<file path="config.mk">
export PLATFORM = sky130hd
export DESIGN_NAME = hpd_ram
export DESIGN_NICKNAME = d
export VERILOG_FILES = /design/src/rtl/hpd_ram.sv
export SDC_FILE = /design/constraint.sdc
export NUM_CORES = 1
export LEC_CHECK = 0
export BUFFER_PORTS_ARGS = -buffer_cell sky130_fd_sc_hd__buf_2
export CORE_MARGIN = 2
export CORE_UTILIZATION = 35
export CTS_CLUSTER_DIAMETER = 100
export DETAILED_ROUTE_END_ITERATION = 10
export SLEW_MARGIN = 20
export SYNTH_ARGS = -nofsm -noshare
export SYNTH_HDL_FRONTEND = slang
export SYNTH_SLANG_ARGS = --single-unit
</file>
<file path="constraint.sdc">
create_clock -name i_clk -period 9.4 [get_ports i_clk]
set_clock_uncertainty 0.2 [all_clocks]
set_input_delay 1.41 -clock i_clk [delete_from_list [all_inputs] [get_ports i_clk]]
set_output_delay 1.41 -clock i_clk [all_outputs]
set_load 0.1 [all_outputs]
</file>
<file path="src/rtl/hpd_ram.sv">
// Generic single-write, single-read RAM with registered read data.
// Depends on nothing.
module hpd_ram #(
    parameter int WIDTH = 8,
    parameter int DEPTH = 128
) (
    input  logic                     i_clk,
    input  logic                     i_we,
    input  logic [$clog2(DEPTH)-1:0] i_waddr,
    input  logic [WIDTH-1:0]         i_wdata,
    input  logic                     i_re,
    input  logic [$clog2(DEPTH)-1:0] i_raddr,
    output logic [WIDTH-1:0]         o_rdata
);

    logic [WIDTH-1:0] r_mem [DEPTH];
    logic [WIDTH-1:0] r_rdata;

    always_ff @(posedge i_clk) begin
        if (i_we) begin
            r_mem[i_waddr] <= i_wdata;
        end
        if (i_re) begin
            r_rdata <= r_mem[i_raddr];
        end
    end

    assign o_rdata = r_rdata;

endmodule

</file>
# Word level (Yosys, flattened, before mapping)
# Memories as Yosys holds them, arrays and structs flattened. A register that Yosys moved wholly into a read port is not among the register bits.
# Index checks and enable logic that the tools add are counted.
dict set report op_classes {
  muxes 2
}
# operator n
set op_table {}
lappend op_table {{two-way mux 1 bit} 2}
dict set report totals {
  register_bits 0
  mem_bits_rw 1024
  input_bits 25
  out_inout_bits 8
  word_cells 3
  mem_count 1
}
# memory words word_bits rd rd_ports_with_merged_regs wr line
set memory_table {}
lappend memory_table {r_mem 128 8 1 1 1 16} ;# logic [WIDTH-1:0] r_mem [DEPTH];

# Longest topological paths before layout
dict set report logic_depth {
  depth_word 2
  depth_mapped 7
  mapped_depth_nobuf 4
}

# Least setup slack after synthesis
# No wires, ideal clock.
dict set report synth_path {
  path_type {input port to flip-flop}
  startpoint {input i_raddr[0]}
  endpoint {register r_rdata[0] (netlist: o_rdata[0]) (read register of r_mem) (data pin)}
  setup_time_ns 0.260
  t_arrival_ns 3.794
  t_required_ns 8.940
  slack_ns 5.147
  stages 6
  n_path_buf 2
  path_cell_list {clkbuf_1 buf_1 mux4_2 mux4_2 mux4_2 mux2_2}
}
# element line
set synth_lines {}
lappend synth_lines {{start, declared} 12} ;# input logic [$clog2(DEPTH)-1:0] i_raddr,
lappend synth_lines {{end, declared} 17} ;# logic [WIDTH-1:0] r_rdata;

==> flow_summary.toml <==
[placed_design]
port_buffers = 32
place.gp.congestion = 0.792
dp_cells = 3107
dpl.hpwl_mm = 53.8

[pwr]
seqPwrFrac_pct = 52.9
p_per_area_nw_per_um2 = 214
p_leak_nw = 13.5
switching_share_pct = 20.9
ir_drop_mv = 0.135
combPwrFrac_pct = 5.0
p_int_mw = 7.63
switching_power_mw = 2.01
clkPwrFrac_pct = 42.2

[timing]
finalSetupTns_ps = 0
setup_violations = 0
finalHoldViolCount = 0
fmax_ghz = 0.215
fin_crit_sh_pct = 49.4
drv_slew = 0
fin_crit_ps = 4640
relSlewSlack_pct = 24.3
tightest_slew_ps = 1130
rsz0062_at_grt = "no"

[grt]
antenna_found_initial = 8
grt_pass1_vias = 17869
grt_pass1_wl_mm = 130
groute.usage.overall_pct = 15.4
grt_max_degree = 98
overflow = 0

[critical_path]
slowest_delay_ps = 600
worst-path-buf-inv = 2
crit_path_cell_trace = "buf_8 -> buf_12 -> mux4_2 -> mux4_2 -> mux4_2 -> mux2_2"
reg2reg_from = "r_mem[31][0]"
start_kind = "input pin"
slowest_stage = "mux4_2"
cp.required_ps = 9600
cp-end-kind = "register"
path_delay_family = "multiplexers"
critPathArrivalTime_ps = 4840
worst-setup-path-type = "in -> reg"
crit_fanout = 97
cp_common_cell = "mux4_2"
critical_path.startpoint = "i_raddr[0]"

[synthesis]
synthCells = 1635
ys_seq_area_share_pct = 78.0
netlist.area_leader.share_pct = 78.0
ys_top_cells_by_count = "edfxtp_1 (1032), mux4_2 (336), nor2_1 (122), clkbuf_1 (44), buf_1 (18)"
synth_flop_cell = "edfxtp_1"
synthArstFlopShare_pct = 0
ys_types = 16
syn_nets = 1660
ys_top_cells_by_area = "edfxtp_1 (78%), mux4_2 (19%), nor2_1 (1.2%)"
netlist_area_um2 = 39700
ys_warn_count = 0
synth_edf_count = 1032
syn_area_per_cell_um2 = 24.3
yosysMostFrequentCell = "edfxtp_1"
synth-seq-cells = 1032
synth_top_area_cell = "edfxtp_1"

[hold_path]
min-delay-start = "i_wdata[5]"
hold_path.class = "in -> reg"

[detailed_routing]
drc_errors = 0
wl_mm = 88.9
vias = 17501
drt-vias-per-instance = 5.31
ant_nets = 0
dr.pass1.iters = 5
routedWlPerCell_um = 27.0
drtIter0Drc = 2146

[cells_and_area]
areaGrowthSynthToFinish_pct = 13.4
fill_cells = 9617
final_cell_count_no_fill = 3297
nNetsFinal = 1735
ff_latch_area_um2 = 31000
multiInputGateArea_um2 = 8390
drive_gt1_share_pct = 31.2

[clock_tree]
cts_resized = 0
cts_root_buffer = "clkbuf_16"
cts_buffer_depth = 3
clk_pin_slew_ps = 60
holdBufCountCts = 0
cts_buffers = 101
clock_latency_ps = 670
cts.sinks = 1032
cts_setup_buffers = 0
htree_levels = 3
cts_tree = "built"

[die]
die_h_um = 341
num_rows = 123
dieArea_um2 = 116000
start_util_pct = 35.3
boundaryPins = 33
coreArea_um2 = 112000
die_w_um = 341

[flow_run]
max_cap_violations = 0

[outcome]
outcome = "completed"
-- power groups by stage --
stage	clock network (mW)	logic (mW)	registers (mW)
after floorplan	0	0.257	5.22
after global placement	0	0.476	5.20
after detailed placement	0	0.486	5.20
after CTS	4.14	0.486	5.10
after global routing	4.33	0.505	5.10
final	4.07	0.478	5.10
-- cell families (layout without fill, tap and decap cells) --
group,after synthesis,in the layout,share of synthesized area [%]
DFF,1032,1032,78.0
other,0,1,0
buffers and inverters,89,250,1.01
and+or+nand+nor,170,170,1.75
muxes,344,344,19.3
-- per-stage QoR --
step	cell area [um2]	hold WS [ps]	setup slack [ps]	util (%)	total power, mW
after floorplan	39700	949	5150	-	5.48
after global placement	41700	1030	4060	37.1	5.67
after detailed placement	41700	1020	4060	37.1	5.68
after CTS	45000	945	4780	40.0	9.73
after global routing	45100	951	4600	40.1	9.93
final	45100	978	4760	40.1	9.64
-- worst reg2reg max path: stages, from the launching register on --
cell	delay [ps]
edfxtp_1	350
mux4_2	520
mux4_2	590
mux4_2	550
mux2_2	290
-- final cells by class --
class                           instances  share of cell area (%)
Timing Repair Buffer                   61                   0.989
Clock inverter                         65                    1.59
Antenna cell                            1                 0.00555
Tap cell                             1500                    4.17
Clock buffer                          124                    5.85
Multi-Input combinational cell        514                    18.6
Sequential cell                      1032                    68.8
-- cell usage in the layout, fill, tap and decap left out, types with 7 or more instances in the layout --
cell          n
clkbuf_1     22
clkinv_1     20
clkinv_2     19
mux4_2      336
nand2_1      14
bufinv_16    13
edfxtp_1   1032
nand3_1      12
nor2_1      117
nor2b_1       7
buf_2        21
buf_4        36
clkbuf_16   102
mux2_2        8
-- metal layers --
metal | up-vias | global-route usage [%] | share of wire [%]
met5 | - | 0 | 0.087
met4 | 12 | 3.95 | 1.7
met3 | 115 | 2.82 | 7.1
li1 | 7177 | - | -
met1 | 9537 | 21.5 | 42
met2 | 660 | 24.9 | 50
-- flip-flops by register name (all words and copies together), names as in the netlist --
register and cells:
o_rdata 8, r_mem 1024
-- final timing paths --
path | slack, ps | cells past startpoint | end
max reg2reg | 6640 | 4 | o_rdata[0]
min reg2reg | 1030 | 4 | o_rdata[4]
max | 4760 | 6 | o_rdata[0]
min | 980 | 1 | r_mem[30][5]
Power figures use the tool's default switching activity.
