`src/rtl/hpd_pkg.sv`:
```
// Shared types and constants of the Huffman packet decoder.
// No dependencies; hpd_obuf and the decoder core import this package.
package hpd_pkg;

    localparam int MAX_NODES_DEF = 128;

    localparam int BYTE_W  = 8;
    localparam int ENTRY_W = 25;
    localparam int CNT_W   = 8;
    localparam int BITS_W  = 16;

    // Node entry layout: leaf flag, symbol (left-given flag on internal nodes),
    // left child, right child.
    localparam int LEAF_BIT      = 24;
    localparam int LEFT_DONE_BIT = 16;

    localparam logic [BYTE_W-1:0] CH_EMPTY    = 8'h2D;
    localparam logic [BYTE_W-1:0] CH_INTERNAL = 8'h2A;
    localparam logic [BYTE_W-1:0] CH_BAD      = 8'h3F;

    typedef enum logic [1:0] {
        PH_HEADER,
        PH_TREE,
        PH_PAYLOAD,
        PH_HALT
    } t_phase;

    typedef enum logic [2:0] {
        ST_IDLE,
        ST_DISPATCH,
        ST_TREE_UPD,
        ST_POP_RD,
        ST_WALK,
        ST_WAIT,
        ST_FLUSH
    } t_state;

    typedef struct packed {
        logic [BYTE_W-1:0] symbol;
        logic              bad_code;
        logic              tree_error;
    } t_result;

endpackage

```
`src/rtl/hpd_obuf.sv`:
```
// Result staging: one pending result plus the output register.
// Depends on hpd_pkg (t_result).
module hpd_obuf
    import hpd_pkg::*;
(
    input  logic    i_clk,
    input  logic    i_rst_n,
    input  logic    i_push,
    input  t_result i_push_res,
    input  logic    i_flush,
    output logic    o_ready,
    output logic    o_valid,
    output t_result o_res,
    output logic    o_last,
    input  logic    i_out_ready
);

    logic    r_pend_v;
    t_result r_pend;
    logic    r_out_v;
    t_result r_out;
    logic    r_out_last;
    logic    out_free;

    assign out_free = !r_out_v || i_out_ready;
    assign o_ready  = !r_pend_v || out_free;

    // A pending result learns it is not the last when another one arrives,
    // and that it is the last on flush.
    always_ff @(posedge i_clk) begin
        if (!i_rst_n) begin
            r_pend_v <= 1'b0;
            r_out_v  <= 1'b0;
        end else begin
            if (i_out_ready) begin
                r_out_v <= 1'b0;
            end
            if (r_pend_v && out_free && (i_push || i_flush)) begin
                r_out      <= r_pend;
                r_out_last <= !i_push;
                r_out_v    <= 1'b1;
                r_pend_v   <= 1'b0;
            end
            if (i_push) begin
                r_pend   <= i_push_res;
                r_pend_v <= 1'b1;
            end
        end
    end

    assign o_valid = r_out_v;
    assign o_res   = r_out;
    assign o_last  = r_out_last;

endmodule

```
`config.mk`:
```
export PLATFORM = sky130hd
export DESIGN_NAME = hpd_obuf
export DESIGN_NICKNAME = d
export VERILOG_FILES = /design/src/rtl/hpd_pkg.sv /design/src/rtl/hpd_obuf.sv
export SDC_FILE = /design/constraint.sdc
export NUM_CORES = 1
export LEC_CHECK = 0
export BUFFER_PORTS_ARGS = -buffer_cell sky130_fd_sc_hd__buf_4
export CORE_UTILIZATION = 30
export CTS_CLUSTER_SIZE = 30
export DETAILED_ROUTE_END_ITERATION = 8
export GPL_TIMING_DRIVEN = 0
export HOLD_SLACK_MARGIN = 0.15
export PLACE_DENSITY_LB_ADDON = 0.3
export SLEW_MARGIN = 20
export SYNTH_ARGS = -nofsm -noshare
export SYNTH_HDL_FRONTEND = slang
export SYNTH_SLANG_ARGS = --single-unit
```
`constraint.sdc`:
```
create_clock -name i_clk -period 2.4 [get_ports i_clk]
set_clock_uncertainty 0.1 [all_clocks]
set_input_delay 0.24 -clock i_clk [delete_from_list [all_inputs] [get_ports i_clk]]
set_output_delay 0.24 -clock i_clk [all_outputs]
set_load 0.005 [all_outputs]
```
=== Word level (Yosys, flattened, before mapping) ===
Cells that the tools add are included.
W data, S select, Z words.

* Input bits: 15
* Bits in latches: 0
* Bits in read-only memories: 0
* Logic and storage cells: 25
* Flip-flop bits (word level): 23
* Memory bits (writable): 0
* Memories: 0
* Output and inout port bits: 13

* $lt $le $gt $ge: 0
* Reduce and logical (&&, ||, !) cells: 12
* Mux-type cells: 4
* Multipliers: 0
* Add/sub/neg operators: 0
* Bitwise logic cells: 0
* Div/mod/pow operators: 0
* Eq/ne operators: 0
* Shift operators: 0

{| class="wikitable"
|+ Operator list
! cell !! count
|-
| $mux W1 || 4
|-
| $reduce_and A2 Y1 || 2
|-
| $reduce_bool A2 Y1 || 2
|-
| $logic_not A1 Y1 || 3
|-
| $logic_or A1 B1 Y1 || 3
|-
| $logic_and A1 B1 Y1 || 2
|}

=== Depth between registers and ports, before layout ===
* Word-level depth: 6
* Gate-level depth with buffers: 2

=== Worst setup path before layout ===
OpenSTA, ideal clock, no wires.

* Path kind: reg2reg
* Start: register r_out_v, in the netlist o_valid
* End: register r_out_last, in the netlist o_last, enable pin
* Library setup time: 378 ps
* Stages on the path, launching flop included: 3
* Required time: 1922 ps
* Buffers on the path: 0
* Slack: 990 ps
* Arrival: 933 ps
* Cells stage by stage: dfxtp_1 > nand2b_4 > nor3b_2

* Word-level cells in the longest chain between the ends: 5

{| class="wikitable"
|+ Ends and longest elaborated chain
! item !! RTL line !! RTL
|-
| from (decl) || hpd_obuf.sv:20 || <nowiki>logic r_out_v;</nowiki>
|-
| from (signal assigned) || hpd_obuf.sv:33 || <nowiki>r_out_v <= 1'b0;</nowiki>
|-
| from (signal assigned) || hpd_obuf.sv:36 || <nowiki>r_out_v <= 1'b0;</nowiki>
|-
| from (signal assigned) || hpd_obuf.sv:41 || <nowiki>r_out_v <= 1'b1;</nowiki>
|-
| $logic_not A1 Y1 || hpd_obuf.sv:25 || <nowiki>assign out_free = !r_out_v || i_out_ready;</nowiki>
|-
| $logic_or A1 B1 Y1 || hpd_obuf.sv:25 ||
|-
| $logic_and A1 B1 Y1 (2 in a row) || hpd_obuf.sv:38 || <nowiki>if (r_pend_v && out_free && (i_push || i_flush)) begin</nowiki>
|-
| $reduce_and A2 Y1 (no source line) || -- ||
|-
| to (signal assigned) || hpd_obuf.sv:40 || <nowiki>r_out_last <= !i_push;</nowiki>
|-
| to (decl) || hpd_obuf.sv:22 || <nowiki>logic r_out_last;</nowiki>
|}

Every way passes these cells.
A chain may end at the register's enable or synchronous reset.

=== Final worst setup path ===
* Start: input i_push
* End: register r_out (netlist bit o_res[0]), enable pin

* Word-level cells in the longest chain between the ends: 3

{| class="wikitable"
|+ Ends and longest elaborated chain
! item !! RTL line !! RTL
|-
| from (decl) || hpd_obuf.sv:8 || <nowiki>input logic i_push,</nowiki>
|-
| $logic_or A1 B1 Y1 || hpd_obuf.sv:38 ||
|-
| $logic_and A1 B1 Y1 || hpd_obuf.sv:38 ||
|-
| $reduce_and A2 Y1 (no source line) || -- ||
|-
| to (signal assigned) || hpd_obuf.sv:39 || <nowiki>r_out <= r_pend;</nowiki>
|-
| to (decl) || hpd_obuf.sv:21 || <nowiki>t_result r_out;</nowiki>
|}

Every way passes these cells.

==> impl_metrics.yaml <==
routing:
  drc_errors: 0
  drtIter0Drc: 0
  dr_total_vias: 424
  via_per_inst: 3.96
  wl_per_cell_um: 9.71
  firstDrtPassIters: 1
  wl_um: 1040
  ant_nets: 0
synthesis:
  yosys.area.top_type: "edfxtp_1"
  avgSynthCellArea_um2: 22.3
  synth_common_cells: "21 x edfxtp_1, 2 x dfxtp_1, 2 x inv_1"
  syn_area_um2: 737
  synth_cells: 33
  synth-main-ff-cell: "edfxtp_1"
  synth.most_common_cell: "edfxtp_1"
  synth_cell_types: 11
  synth_edf_count: 21
  synth_area_leaders: "edfxtp_1 86%, dfxtp_1 5.4%, nand2b_4 1.9%, nor3b_2 1.7%, inv_1 1.0%"
  synth_fp_nets: 48
  async_reset_ff_share_pct: 0
  yosysSeqAreaShare_pct: 91.0
  synth_seq_cells: 23
  synth_top_area_share_pct: 85.6
  yosys_warnings: 0
final_layout:
  num_antenna_cells: 0
  drive_above_1_share_pct: 40.5
  final_util_pct: 51.1
  area_growth_pct: 56.2
  final_area_um2: 1150
  fill_cells: 204
  layout.nets: 95
critical_path:
  critPathBufInv: 2
  end_kind: "flip-flop"
  start_kind: "primary input"
  cp-endpoint: "o_res[0]"
  critPathSlowestCell: "nor3b_2"
  reg2reg_depth: 2
  r2r_setup_slack_ns: 0.79
  path_depth: 4
  crit_path_start: "i_push"
  worstPathRequired_ns: 2.23
  critical-path-max-stage-delay_ns: 0.66
  rr_startpoint: "r_pend_v"
  crit_path_cell_trace: "dlygate4sd3_1 > buf_4 > o21ai_1 > nor3b_2"
  criticalPathCategory: "in -> reg"
  critical-path-top-delay-family: "simple AND/OR/NAND/NOR gates"
  r2r-end: "o_res[0]"
  arrival_ns: 1.63
  worst-path-max-fanout: 11
sta:
  rsz0062_at_grt: "false"
  relSlewSlack_pct: 47.4
  max_freq_ghz: 0.558
  finalCriticalPeriod_ns: 1.79
  setup_ws_ns: 0.606
  final-setup-viol-count: 0
  maxSlewViolCount: 0
  tightest_slew_ns: 0.786
  hold_viol_final: 0
  period_share_pct: 74.7
  tns_ns: 0
die:
  io_pins: 28
  dieArea_um2: 2660
  coreArea_um2: 2250
  row_count: 17
  start_util_pct: 32.7
  die_h_um: 51.6
  die_x_um: 51.6
clock_tree:
  cts-resized-gates: 0
  clock_path_buffers: 2
  htreeDepth: 1
  root_buffer: "clkbuf_4"
  cts_tree: "done"
  path_clk_slew_ns: 0.11
  clkLatencyLatePin_ns: 0.29
  clock_sinks: 23
  cts_made_buffers: 3
grt:
  grtUsageTotal_pct: 8.26
  grt_max_degree: 13
  grt-ovfl-total: 0
  grt_pass1_vias: 357
  grt_pass1_wl_um: 1530
  antenna_found_initial: 0
worst_hold_path:
  hold_path.class: "reg -> reg"
  hold_path.startpoint: "r_pend[1]"
  hold_depth: 0
place:
  gp_congestion: 0.644
  io_buffers: 27
  placed_area_um2: 975
  dp_worst_setup_slack_ns: 0.791
pwr:
  power_density_nw_per_um2: 598
  power.leakage_uw: 0.000450
  peakVddDrop_v: 0.000267
run_status:
  outcome: "finished clean"
job:
  cap_violations: 0
[state kept, by name, summed over array words and instances (netlist names)]
signal,flops
o_valid,1
r_pend,10
o_last,1
r_pend_v,1
o_res,10
[routing by layer]
layer / global-route usage (%) / routed length [um]
met5: 0 / 0
met2: 14.1 / 547
met3: 1.75 / 63
met1: 9.86 / 428
met4: 4.05 / 0
[where the power goes]
group	total (uW)	internal [uW]	switching [uW]
registers	465	459	5.77
logic	60.1	41.0	19.1
clock network	164	64.5	99.0
total	688	565	124
[logic make-up after synthesis]
group	after synthesis	synth area share, %
AO/OA/AOI/OAI	4	2.88
buffers and inverters	2	1.02
flip-flops	23	91.0
AND/OR/NAND/NOR	4	5.09
[how the worst min path moves through the flow]
stage	endpoint	slack (ns)
after floorplan	r_pend[0]	0.24
after global placement	o_res[4]	0.30
after detailed placement	o_res[1]	0.30
after CTS	o_res[9]	0.33
after global routing	o_res[4]	0.34
final	o_res[1]	0.33
[per-stage QoR]
stage	instances	total power (uW)	hold slack, ns
after floorplan	33	484	0.239
after global placement	88	514	0.304
after detailed placement	88	515	0.305
after CTS	107	694	0.331
after global routing	107	717	0.338
final	107	688	0.329
[cell usage in the layout (no fill, tap or decap), drive strengths merged]
cell / Yosys / layout
dlygate4sd3: 0 / 15
o21ai: 2 / 2
nand2b: 1 / 1
inv: 2 / 2
nand3b: 1 / 1
a31oi: 1 / 1
nor2: 1 / 1
clkbuf: 0 / 4
dfxtp: 2 / 2
edfxtp: 21 / 21
nor3b: 1 / 1
a21oi: 1 / 1
buf: 0 / 27
[worst register-to-register path, cell delays in order (launching register included)]
cell     delay (ns)
dfxtp_1        0.38
o21ai_1        0.11
nor3b_2        0.66
[timing repair]
item	4_1_cts	5_1_grt
hold buffers	15	0
hold endpoints to repair	13	0
buffers inserted	0	0
[layout make-up]
class | instances | area [um2] | share of cell area [%]
Sequential cell | 23 | 671 | 58.3
Timing Repair Buffer | 42 | 353 | 30.7
Multi-Input combinational cell | 8 | 58.8 | 5.11
Tap cell | 28 | 35.0 | 3.04
Clock buffer | 4 | 26.3 | 2.28
Inverter | 2 | 7.51 | 0.652
Power figures use the tool's default switching activity.
